**config.mk**
```make
export PLATFORM = sky130hd
export DESIGN_NAME = voice_activity_segmenter_core
export DESIGN_NICKNAME = d
export VERILOG_FILES = /design/src/hdl/vas_pkg.sv /design/src/hdl/vas_regs.sv /design/src/hdl/vas_engine.sv /design/src/hdl/voice_activity_segmenter_core.sv
export VERILOG_INCLUDE_DIRS = /design/src /design/src/hdl
export SDC_FILE = /design/constraint.sdc
export NUM_CORES = 1
export LEC_CHECK = 0
export ABC_AREA = 1
export ABC_CLOCK_PERIOD_IN_PS = 10400
export BUFFER_PORTS_ARGS = -buffer_cell sky130_fd_sc_hd__buf_4
export CAP_MARGIN = 20
export CORE_UTILIZATION = 50
export CTS_CLUSTER_DIAMETER = 40
export DETAILED_ROUTE_END_ITERATION = 8
export PLACE_DENSITY_LB_ADDON = 0.08
export SLEW_MARGIN = 20
export SYNTH_ARGS = -nofsm -noshare
export SYNTH_HDL_FRONTEND = slang
export SYNTH_HIERARCHICAL = 1
export SYNTH_SLANG_ARGS = --single-unit
export TNS_END_PERCENT = 1
```
**constraint.sdc**
```tcl
create_clock -name clk -period 10.4 [get_ports clk]
set_input_delay 0.52 -clock clk [delete_from_list [all_inputs] [get_ports clk]]
set_output_delay 0.52 -clock clk [all_outputs]
set_load 0.1 [all_outputs]
```
**src/hdl/voice_activity_segmenter_core_defines.svh**
```systemverilog
// assertion macros for the voice activity segmenter rtl
// no dependencies; expects clk and arst_n in the scope of each use
`ifndef VOICE_ACTIVITY_SEGMENTER_CORE_DEFINES_SVH
`define VOICE_ACTIVITY_SEGMENTER_CORE_DEFINES_SVH
`ifndef NO_ASSERTIONS
`define VAS_ASSERT_IMPL(lbl, ante, cons, msg) \
	lbl: assert property (@(posedge clk) disable iff (!arst_n) (ante) |-> (cons)) \
		else $error(msg);
`define VAS_ASSERT_NEXT(lbl, ante, cons, msg) \
	lbl: assert property (@(posedge clk) disable iff (!arst_n) (ante) |=> (cons)) \
		else $error(msg);
`define VAS_ASSERT_ALWAYS(lbl, cond, msg) \
	lbl: assert property (@(posedge clk) disable iff (!arst_n) (cond)) \
		else $error(msg);
`else
`define VAS_ASSERT_IMPL(lbl, ante, cons, msg)
`define VAS_ASSERT_NEXT(lbl, ante, cons, msg)
`define VAS_ASSERT_ALWAYS(lbl, cond, msg)
`endif
`endif

```
**src/hdl/vas_pkg.sv**
```systemverilog
// shared types, widths and codes for the voice activity segmenter
// no dependencies
`timescale 1ns / 1ps
`default_nettype none
package vas_pkg;
	localparam int SAMPLE_W  = 16;
	localparam int LEN_W     = 16;
	localparam int PEAK_W    = 15;
	localparam int CNT_W     = 24;
	localparam int PREROLL_W = 13;
	localparam int EVENT_W   = 3;
	localparam int CAUSE_W   = 2;
	localparam int THR_W     = 16;

	localparam int DEFAULT_PREROLL_SAMPLES = 8000;

	// register indexes
	localparam logic [1:0] REG_THRESHOLD = 2'd0;
	localparam logic [1:0] REG_SILENCE   = 2'd1;
	localparam logic [1:0] REG_MAX_SPEECH = 2'd2;

	localparam logic [THR_W-1:0] RST_THRESHOLD  = 16'd655;
	localparam logic [CNT_W-1:0] RST_SILENCE    = 24'd16000;
	localparam logic [CNT_W-1:0] RST_MAX_SPEECH = 24'd160000;

	// decision codes
	localparam logic [EVENT_W-1:0] EV_IDLE    = 3'd0;
	localparam logic [EVENT_W-1:0] EV_START   = 3'd1;
	localparam logic [EVENT_W-1:0] EV_FORWARD = 3'd2;
	localparam logic [EVENT_W-1:0] EV_SLICED  = 3'd3;
	localparam logic [EVENT_W-1:0] EV_DROPPED = 3'd4;

	localparam logic [CAUSE_W-1:0] CAUSE_NONE    = 2'd0;
	localparam logic [CAUSE_W-1:0] CAUSE_SILENCE = 2'd1;
	localparam logic [CAUSE_W-1:0] CAUSE_MAXLEN  = 2'd2;

	typedef struct packed {
		logic [THR_W-1:0] voice_threshold;
		logic [CNT_W-1:0] silence_trigger;
		logic [CNT_W-1:0] max_speech;
	} vas_cfg_t;

	typedef struct packed {
		logic signed [SAMPLE_W-1:0] sample;
		logic                       end_of_chunk;
		logic                       no_data;
		logic [LEN_W-1:0]           elapsed_samples;
	} vas_item_t;

	typedef struct packed {
		logic [CAUSE_W-1:0]   slice_cause;
		logic [PREROLL_W-1:0] preroll_flush_count;
		logic                 voice_present;
		logic [PEAK_W-1:0]    peak_level;
		logic [EVENT_W-1:0]   event_res;
	} vas_result_t;
endpackage
`default_nettype wire

```
**src/hdl/vas_regs.sv**
```systemverilog
// apb configuration registers of the voice activity segmenter
// depends on vas_pkg
`timescale 1ns / 1ps
`default_nettype none
module vas_regs (
	input  wire logic           clk,
	input  wire logic           arst_n,
	input  wire logic           psel,
	input  wire logic           penable,
	input  wire logic           pwrite,
	input  wire logic [3:0]     paddr,
	input  wire logic [31:0]    pwdata,
	output logic      [31:0]    prdata,
	output logic                pready,
	output vas_pkg::vas_cfg_t   cfg
);
	import vas_pkg::*;

	logic [THR_W-1:0] threshold_q;
	logic [CNT_W-1:0] silence_q;
	logic [CNT_W-1:0] max_speech_q;
	logic             wr_en;

	assign pready = 1'b1;
	assign wr_en  = psel & penable & pwrite & pready;

	always_ff @(posedge clk or negedge arst_n) begin
		if (!arst_n) begin
			threshold_q  <= RST_THRESHOLD;
			silence_q    <= RST_SILENCE;
			max_speech_q <= RST_MAX_SPEECH;
		end else if (wr_en) begin
			unique case (paddr[3:2])
				REG_THRESHOLD:  threshold_q  <= pwdata[THR_W-1:0];
				REG_SILENCE:    silence_q    <= pwdata[CNT_W-1:0];
				REG_MAX_SPEECH: max_speech_q <= pwdata[CNT_W-1:0];
				default: ;
			endcase
		end
	end

	always_comb begin
		unique case (paddr[3:2])
			REG_THRESHOLD:  prdata = {16'd0, threshold_q};
			REG_SILENCE:    prdata = {8'd0, silence_q};
			REG_MAX_SPEECH: prdata = {8'd0, max_speech_q};
			default:        prdata = 32'd0;
		endcase
	end

	assign cfg.voice_threshold = threshold_q;
	assign cfg.silence_trigger = silence_q;
	assign cfg.max_speech      = max_speech_q;
endmodule
`default_nettype wire

```
**src/hdl/vas_engine.sv**
```systemverilog
// chunk peak tracking and idle/speaking/processing decision state
// depends on vas_pkg and voice_activity_segmenter_core_defines.svh
`timescale 1ns / 1ps
`default_nettype none
`include "voice_activity_segmenter_core_defines.svh"
module vas_engine #(
	parameter int PREROLL_SAMPLES = vas_pkg::DEFAULT_PREROLL_SAMPLES
) (
	input  wire logic             clk,
	input  wire logic             arst_n,
	input  wire logic             fire,
	input  vas_pkg::vas_item_t    item,
	input  vas_pkg::vas_cfg_t     cfg,
	output logic                  res_valid,
	output vas_pkg::vas_result_t  res
);
	import vas_pkg::*;

	localparam int PREROLL_MAX = (1 << PREROLL_W) - 1;
	localparam int PREROLL_CAP = (PREROLL_SAMPLES > PREROLL_MAX) ? PREROLL_MAX
		: PREROLL_SAMPLES;

	localparam logic [1:0] ST_IDLE       = 2'd0;
	localparam logic [1:0] ST_SPEAKING   = 2'd1;
	localparam logic [1:0] ST_PROCESSING = 2'd2;

	logic [1:0]           state_q, state_d;
	logic [CNT_W-1:0]     silence_q, silence_d;
	logic [CNT_W-1:0]     speech_q, speech_d;
	logic [PREROLL_W-1:0] preroll_q, preroll_d;
	logic [PEAK_W-1:0]    peak_q, peak_d;
	logic [LEN_W-1:0]     len_q, len_d;

	logic [PEAK_W-1:0]    mag;
	logic [PEAK_W-1:0]    peak_new;
	logic [LEN_W-1:0]     len_new;
	logic                 decide;
	logic                 is_data;
	logic [LEN_W-1:0]     delta;
	logic [PEAK_W-1:0]    dec_peak;
	logic                 voice;
	logic [CNT_W:0]       speech_sum, silence_sum;
	logic [CNT_W-1:0]     speech_sat, silence_sat;
	logic [PREROLL_W+3:0] preroll_sum;

	always_comb begin
		if (!item.sample[SAMPLE_W-1])
			mag = item.sample[PEAK_W-1:0];
		else if (item.sample[PEAK_W-1:0] == '0)
			mag = PEAK_W'(PREROLL_MAX) | '1; // most negative sample saturates
		else
			mag = PEAK_W'(-item.sample);
	end

	assign peak_new = (mag > peak_q) ? mag : peak_q;
	assign len_new  = (len_q == '1) ? len_q : len_q + 1'b1;

	assign is_data  = !item.no_data;
	assign decide   = item.no_data ? (item.elapsed_samples != '0) : item.end_of_chunk;
	assign delta    = is_data ? len_new : item.elapsed_samples;
	assign dec_peak = is_data ? peak_new : '0;
	assign voice    = is_data && ({1'b0, dec_peak} >= cfg.voice_threshold);

	assign speech_sum  = {1'b0, speech_q} + (CNT_W+1)'(delta);
	assign silence_sum = {1'b0, silence_q} + (CNT_W+1)'(delta);
	assign speech_sat  = speech_sum[CNT_W] ? '1 : speech_sum[CNT_W-1:0];
	assign silence_sat = silence_sum[CNT_W] ? '1 : silence_sum[CNT_W-1:0];
	assign preroll_sum = (PREROLL_W+4)'(preroll_q) + (PREROLL_W+4)'(delta);

	always_comb begin
		state_d   = state_q;
		silence_d = silence_q;
		speech_d  = speech_q;
		preroll_d = preroll_q;
		peak_d    = peak_q;
		len_d     = len_q;
		res       = '0;

		// partial data chunk survives an empty-chunk item
		if (is_data) begin
			peak_d = item.end_of_chunk ? '0 : peak_new;
			len_d  = item.end_of_chunk ? '0 : len_new;
		end

		res.peak_level    = dec_peak;
		res.voice_present = voice;

		if (decide) begin
			unique case (state_q)
				ST_SPEAKING: begin
					speech_d  = speech_sat;
					silence_d = voice ? '0 : silence_sat;
					if (silence_d >= cfg.silence_trigger)
						res.slice_cause = CAUSE_SILENCE;
					else if (speech_d >= cfg.max_speech)
						res.slice_cause = CAUSE_MAXLEN;
					if (res.slice_cause != CAUSE_NONE) begin
						state_d       = ST_PROCESSING;
						res.event_res = EV_SLICED;
					end else begin
						res.event_res = EV_FORWARD;
					end
				end
				ST_PROCESSING: begin
					state_d       = ST_IDLE;
					preroll_d     = '0;
					res.event_res = EV_DROPPED;
				end
				default: begin
					// idle, and the unused code behaves as idle
					if (voice) begin
						state_d   = ST_SPEAKING;
						silence_d = '0;
						speech_d  = '0;
						preroll_d = '0;
						res.preroll_flush_count = preroll_q;
						res.event_res = EV_START;
					end else begin
						if (is_data)
							preroll_d = (preroll_sum > (PREROLL_W+4)'(PREROLL_CAP))
								? PREROLL_W'(PREROLL_CAP) : preroll_sum[PREROLL_W-1:0];
						res.event_res = EV_IDLE;
					end
				end
			endcase
		end
	end

	assign res_valid = decide;

	always_ff @(posedge clk or negedge arst_n) begin
		if (!arst_n) begin
			state_q   <= ST_IDLE;
			silence_q <= '0;
			speech_q  <= '0;
			preroll_q <= '0;
			peak_q    <= '0;
			len_q     <= '0;
		end else if (fire) begin
			state_q   <= state_d;
			silence_q <= silence_d;
			speech_q  <= speech_d;
			preroll_q <= preroll_d;
			peak_q    <= peak_d;
			len_q     <= len_d;
		end
	end

	`VAS_ASSERT_IMPL(a_slice_has_cause, fire && res_valid && res.event_res == EV_SLICED, res.slice_cause != CAUSE_NONE, "sliced decision without cause")
	`VAS_ASSERT_IMPL(a_flush_on_start_only, fire && res_valid && res.event_res != EV_START, res.preroll_flush_count == '0, "pre-roll flushed outside speech start")
	`VAS_ASSERT_ALWAYS(a_preroll_capped, preroll_q <= PREROLL_W'(PREROLL_CAP), "pre-roll count above cap")
	`VAS_ASSERT_NEXT(a_start_enters_speaking, fire && res_valid && res.event_res == EV_START, state_q == ST_SPEAKING && silence_q == '0 && speech_q == '0, "speech start did not enter speaking")
endmodule
`default_nettype wire

```
**src/hdl/voice_activity_segmenter_core.sv**
```systemverilog
// top level of the voice activity segmenter: input register, decision engine,
// result register and apb configuration; depends on vas_pkg, vas_regs, vas_engine
`timescale 1ns / 1ps
`default_nettype none
// Peak-threshold voice activity detector. Samples stream in on the s_ side, one
// per transaction; s_tlast closes a chunk and s_tuser marks an empty chunk whose
// silence length rides in the elapsed field. At each chunk end (if empty, only
// with nonzero elapsed) one decision goes out on the m_ side (idle, speech
// start with pre-roll flush count, forwarded, forwarded and sliced with the
// cause, or dropped); other transactions give no output. An item waits in the
// input register; combinational logic before the result register decides it.
// The engine makes a single state update per item, so one item is taken every
// cycle while the result register is empty or being drained. The user must
// write configuration over apb only while the block is idle (unenforced).
module voice_activity_segmenter_core #(
	parameter int PREROLL_SAMPLES = vas_pkg::DEFAULT_PREROLL_SAMPLES
) (
	input  wire logic        clk,
	input  wire logic        arst_n,
	// input stream
	input  wire logic        s_tvalid,
	output logic             s_tready,
	input  wire logic [31:0] s_tdata,   // sample[15:0], elapsed_samples[31:16]
	input  wire logic        s_tlast,   // end_of_chunk
	input  wire logic        s_tuser,   // no_data
	// decision stream
	output logic             m_tvalid,
	input  wire logic        m_tready,
	// event_res[2:0], peak_level[17:3], voice_present[18],
	// preroll_flush_count[31:19], slice_cause[33:32], zero fill above
	output logic [39:0]      m_tdata,
	// configuration
	input  wire logic        psel,
	input  wire logic        penable,
	input  wire logic        pwrite,
	input  wire logic [3:0]  paddr,
	input  wire logic [31:0] pwdata,
	output logic [31:0]      prdata,
	output logic             pready
);
	import vas_pkg::*;

	vas_cfg_t    cfg;
	vas_item_t   item_s1;
	logic        valid_s1;
	logic        fire;
	logic        res_valid;
	vas_result_t res;
	vas_result_t res_q;
	logic        m_valid_q;

	vas_regs u_regs (
		.clk     (clk),
		.arst_n  (arst_n),
		.psel    (psel),
		.penable (penable),
		.pwrite  (pwrite),
		.paddr   (paddr),
		.pwdata  (pwdata),
		.prdata  (prdata),
		.pready  (pready),
		.cfg     (cfg)
	);

	// the engine consumes the registered item when the result slot is free or being drained
	assign fire     = valid_s1 && (!m_valid_q || m_tready);
	assign s_tready = !valid_s1 || fire;

	always_ff @(posedge clk or negedge arst_n) begin
		if (!arst_n) begin
			valid_s1 <= 1'b0;
		end else if (s_tready) begin
			valid_s1 <= s_tvalid;
		end
	end

	// payload capture, no reset needed
	always_ff @(posedge clk) begin
		if (s_tready && s_tvalid) begin
			item_s1.sample          <= s_tdata[15:0];
			item_s1.elapsed_samples <= s_tdata[31:16];
			item_s1.end_of_chunk    <= s_tlast;
			item_s1.no_data         <= s_tuser;
		end
	end

	vas_engine #(
		.PREROLL_SAMPLES (PREROLL_SAMPLES)
	) u_engine (
		.clk       (clk),
		.arst_n    (arst_n),
		.fire      (fire),
		.item      (item_s1),
		.cfg       (cfg),
		.res_valid (res_valid),
		.res       (res)
	);

	// result register: loads on a chunk-end decision, empties when taken
	always_ff @(posedge clk or negedge arst_n) begin
		if (!arst_n) begin
			m_valid_q <= 1'b0;
		end else if (fire && res_valid) begin
			m_valid_q <= 1'b1;
		end else if (m_tready) begin
			m_valid_q <= 1'b0;
		end
	end

	always_ff @(posedge clk) begin
		if (fire && res_valid) begin
			res_q <= res;
		end
	end

	assign m_tvalid = m_valid_q;
	assign m_tdata  = {6'd0, res_q};
endmodule
`default_nettype wire
```
==> impl_metrics.toml <==
[timing]
setup_viol = 0
finalHoldViolCount = 0
clock.fmax_ghz = 0.1294
finalCritPeriodShare_pct = 74.32
slew_violations = 0
rsz0062_at_grt = "no"
finalClockSkew_ns = 0.02280
slew_headroom_pct = 31.83
finalCriticalPeriod_ns = 7.729
tns_ns = 0
whs_ns = 0.04416
worst_pin_slew_ns = 1.023

[cells_and_area]
ff_latch_area_um2 = 6067
fin_nets = 2415
multi_input_area_um2 = 8035
fill_cells = 2782
layout-drive-gt1-share_pct = 13.51
antenna_cells = 0
synthToLayoutAreaGrowth_pct = 18.49

[synth]
async_flop_share_pct = 70.18
synth_top_family_by_area = "simple AND/OR/NAND/NOR gates"
synthesis.area_um2 = 15420
synthCells = 2068
synth_compound_gate_area_share_pct = 9.120
synthAdderAreaFrac_pct = 10.69
synth_cell_types = 54
ys_top_cells_by_count = "nand2_1 (732), inv_1 (257), dfrtp_1 (143)"
synth_top_cell_by_area = "dfrtp_1"
ys_ff_latch = 228
synthSimpleGateAreaFrac_pct = 29.94
netlist_top_cells_area = "dfrtp_1 (23%), nand2_1 (18%), edfxtp_1 (13%)"
yosysTopAreaCellShare_pct = 23.20
synth_xor_area_share_pct = 1.939
syn_avg_cell_area_um2 = 7.457
yosysWarnings = 6
synth_edf_count = 68
muxShareOfSynthArea_pct = 0
seq_area_frac_synth_pct = 39.34
synth_most_common_cell = "nand2_1"
synth_ff_type = "dfrtp_1"

[cts]
cts_hold_buf = 0
cts_root_buf = "clkbuf_16"
clock_latency_ns = 0.54
cts_setup_buffers = 0
path_clk_slew_ns = 0.05
clock-sinks = 228
postCtsResizedCells = 0
htree_levels = 2
cts_tree = "yes"
numCtsBuffers = 43
clock_path_buffers = 3

[routing]
postRouteAntennaNets = 0
drc = 0
routed_via_density = 5.292
wire_per_inst_um = 15.89
firstDrtPassIters = 7
routed_wl_mm = 41.83
num_vias = 13930
first_iter_violations = 986

[critical_path]
cpMostUsedCell = "nand2_1"
crit_fanout = 28
slowest_delay_ns = 0.57
path_class = "register to register"
startpoint_type = "register"
end_kind = "register"
worstPathRequired_ns = 10.65
crit_arrival_ns = 7.98
slowest_stage = "nand2_1"

[floorplan]
die_area_um2 = 31550
die_x_um = 177.6
rows = 63
dieHeight_um = 177.6
core_area_um2 = 29950
io_pins = 152
initial_utilization_pct = 51.48

[hold_path]
hp-class = "input port to asynchronous set/reset pin"

[pwr]
power.total_uw = 4668
p_per_area_nw_per_um2 = 255.5
ir_worst_vdd_mv = 0.1478
leakage_uw = 0.009481

[placement]
portBuffers = 126
gp_congestion = 0.9137
hpwl_mm = 30.59

[grt]
grt_max_degree = 80
antenna_found_initial = 0
overflow = 0
grt_pass1_wl_mm = 67.25
track_usage_pct = 27.08
grt_pass1_vias = 13380

[run]
cap_viol_max_count = 0

[outcome]
status = "complete, no violations"
==> sequential cells by signal, indices dropped and copies added (netlist names) <==
signal and cells:
item_s1 34, m_tdata 34, m_tvalid 1, u_engine/len_q 16, u_engine/peak_q 15, u_engine/preroll_q 13
u_engine/silence_q 24, u_engine/speech_q 24, u_engine/state_q 2, u_regs/max_speech_q 24, u_regs/silence_q 24, u_regs/threshold_q 16
valid_s1 1
==> layer usage <==
layer / vias to the layer above / GRT usage (%) / part of all wire (%)
met5: - / 0 / 0
met4: 0 / 9.010 / 3.0
met3: 71 / 4.027 / 6.0
met2: 407 / 42.30 / 44
met1: 6493 / 38.32 / 47
li1: 6962 / - / -
==> final cells by class <==
cell class                 count  area share, %
tap                          390          2.671
sequential                   228          33.20
multi-input combinational   1524          43.97
clock buffer                  51          6.567
clock inverter                29          2.088
timing repair buffer         143          5.992
inverter                     268          5.505
==> layout by cell type, fill, tap and decap left out, types with 6 or more instances in the layout <==
master,instances
nand3_1,127
inv_2,9
nand2_1,732
xor2_1,22
conb_1,15
clkinvlp_4,7
clkbuf_16,46
dfstp_2,17
ha_1,127
o21bai_1,6
inv_1,257
nor2_1,121
a31oi_1,8
nand4_1,31
xnor2_1,9
or2_2,23
edfxtp_1,68
nor2_4,8
buf_4,140
o21ai_0,108
o22ai_1,19
o211ai_1,9
bufinv_16,7
a21oi_1,86
nor3_1,19
dfrtp_1,143
==> report_power, final <==
group          switching, uW  internal [uW]
clock network            495           1010
registers                130           1130
logic                   1290            618
total                   1910           2760
==> worst max-delay path: cells and delay by family (launching register included) <==
family | cells | cell delay (ns)
AO/OA/AOI/OAI | 12 | 1.62
buffers and inverters | 10 | 1.62
flip-flops | 1 | 0.37
adder cells (fa/ha/maj) | 4 | 1.00
AND/OR/NAND/NOR | 20 | 2.85
==> final timing paths <==
path	startpoint	endpoint	slack [ns]	cells past startpoint
setup / recovery	item_s1[19]	m_tdata[0]	2.67	46
hold / removal	arst_n	u_engine/silence_q[18]	0.04	1
setup reg to reg	item_s1[19]	m_tdata[0]	2.67	46
hold reg to reg	u_regs/max_speech_q[12]	u_regs/max_speech_q[12]	0.47	2
max in group asynchronous	arst_n	u_engine/speech_q[0]	8.66	3
min in group clk	s_tdata[3]	item_s1[21]	0.16	1
==> stage by stage <==
stage | instance area (um2) | utilization [%] | setup WS (ns) | instances
2_1_floorplan | 15470 | - | 4.751 | 2080
3_3_place_gp | 16660 | 55.61 | 2.964 | 2551
3_5_place_dp | 16660 | 55.63 | 2.722 | 2552
4_1_cts | 18250 | 60.91 | 2.709 | 2632
5_1_grt | 18270 | 61.00 | 1.819 | 2633
6_report | 18270 | 61.00 | 2.671 | 2633
==> logic make-up (layout without fill, tap and decap cells) <==
family          Yosys count  after routing
other cells               3             15
compound gates          255            255
fa+ha+maj               130            130
buf+inv                 328            491
simple gates           1092           1092
flops                   228            228
xor+xnor                 32             32
Note: power is estimated with default switching activity, not from simulation.
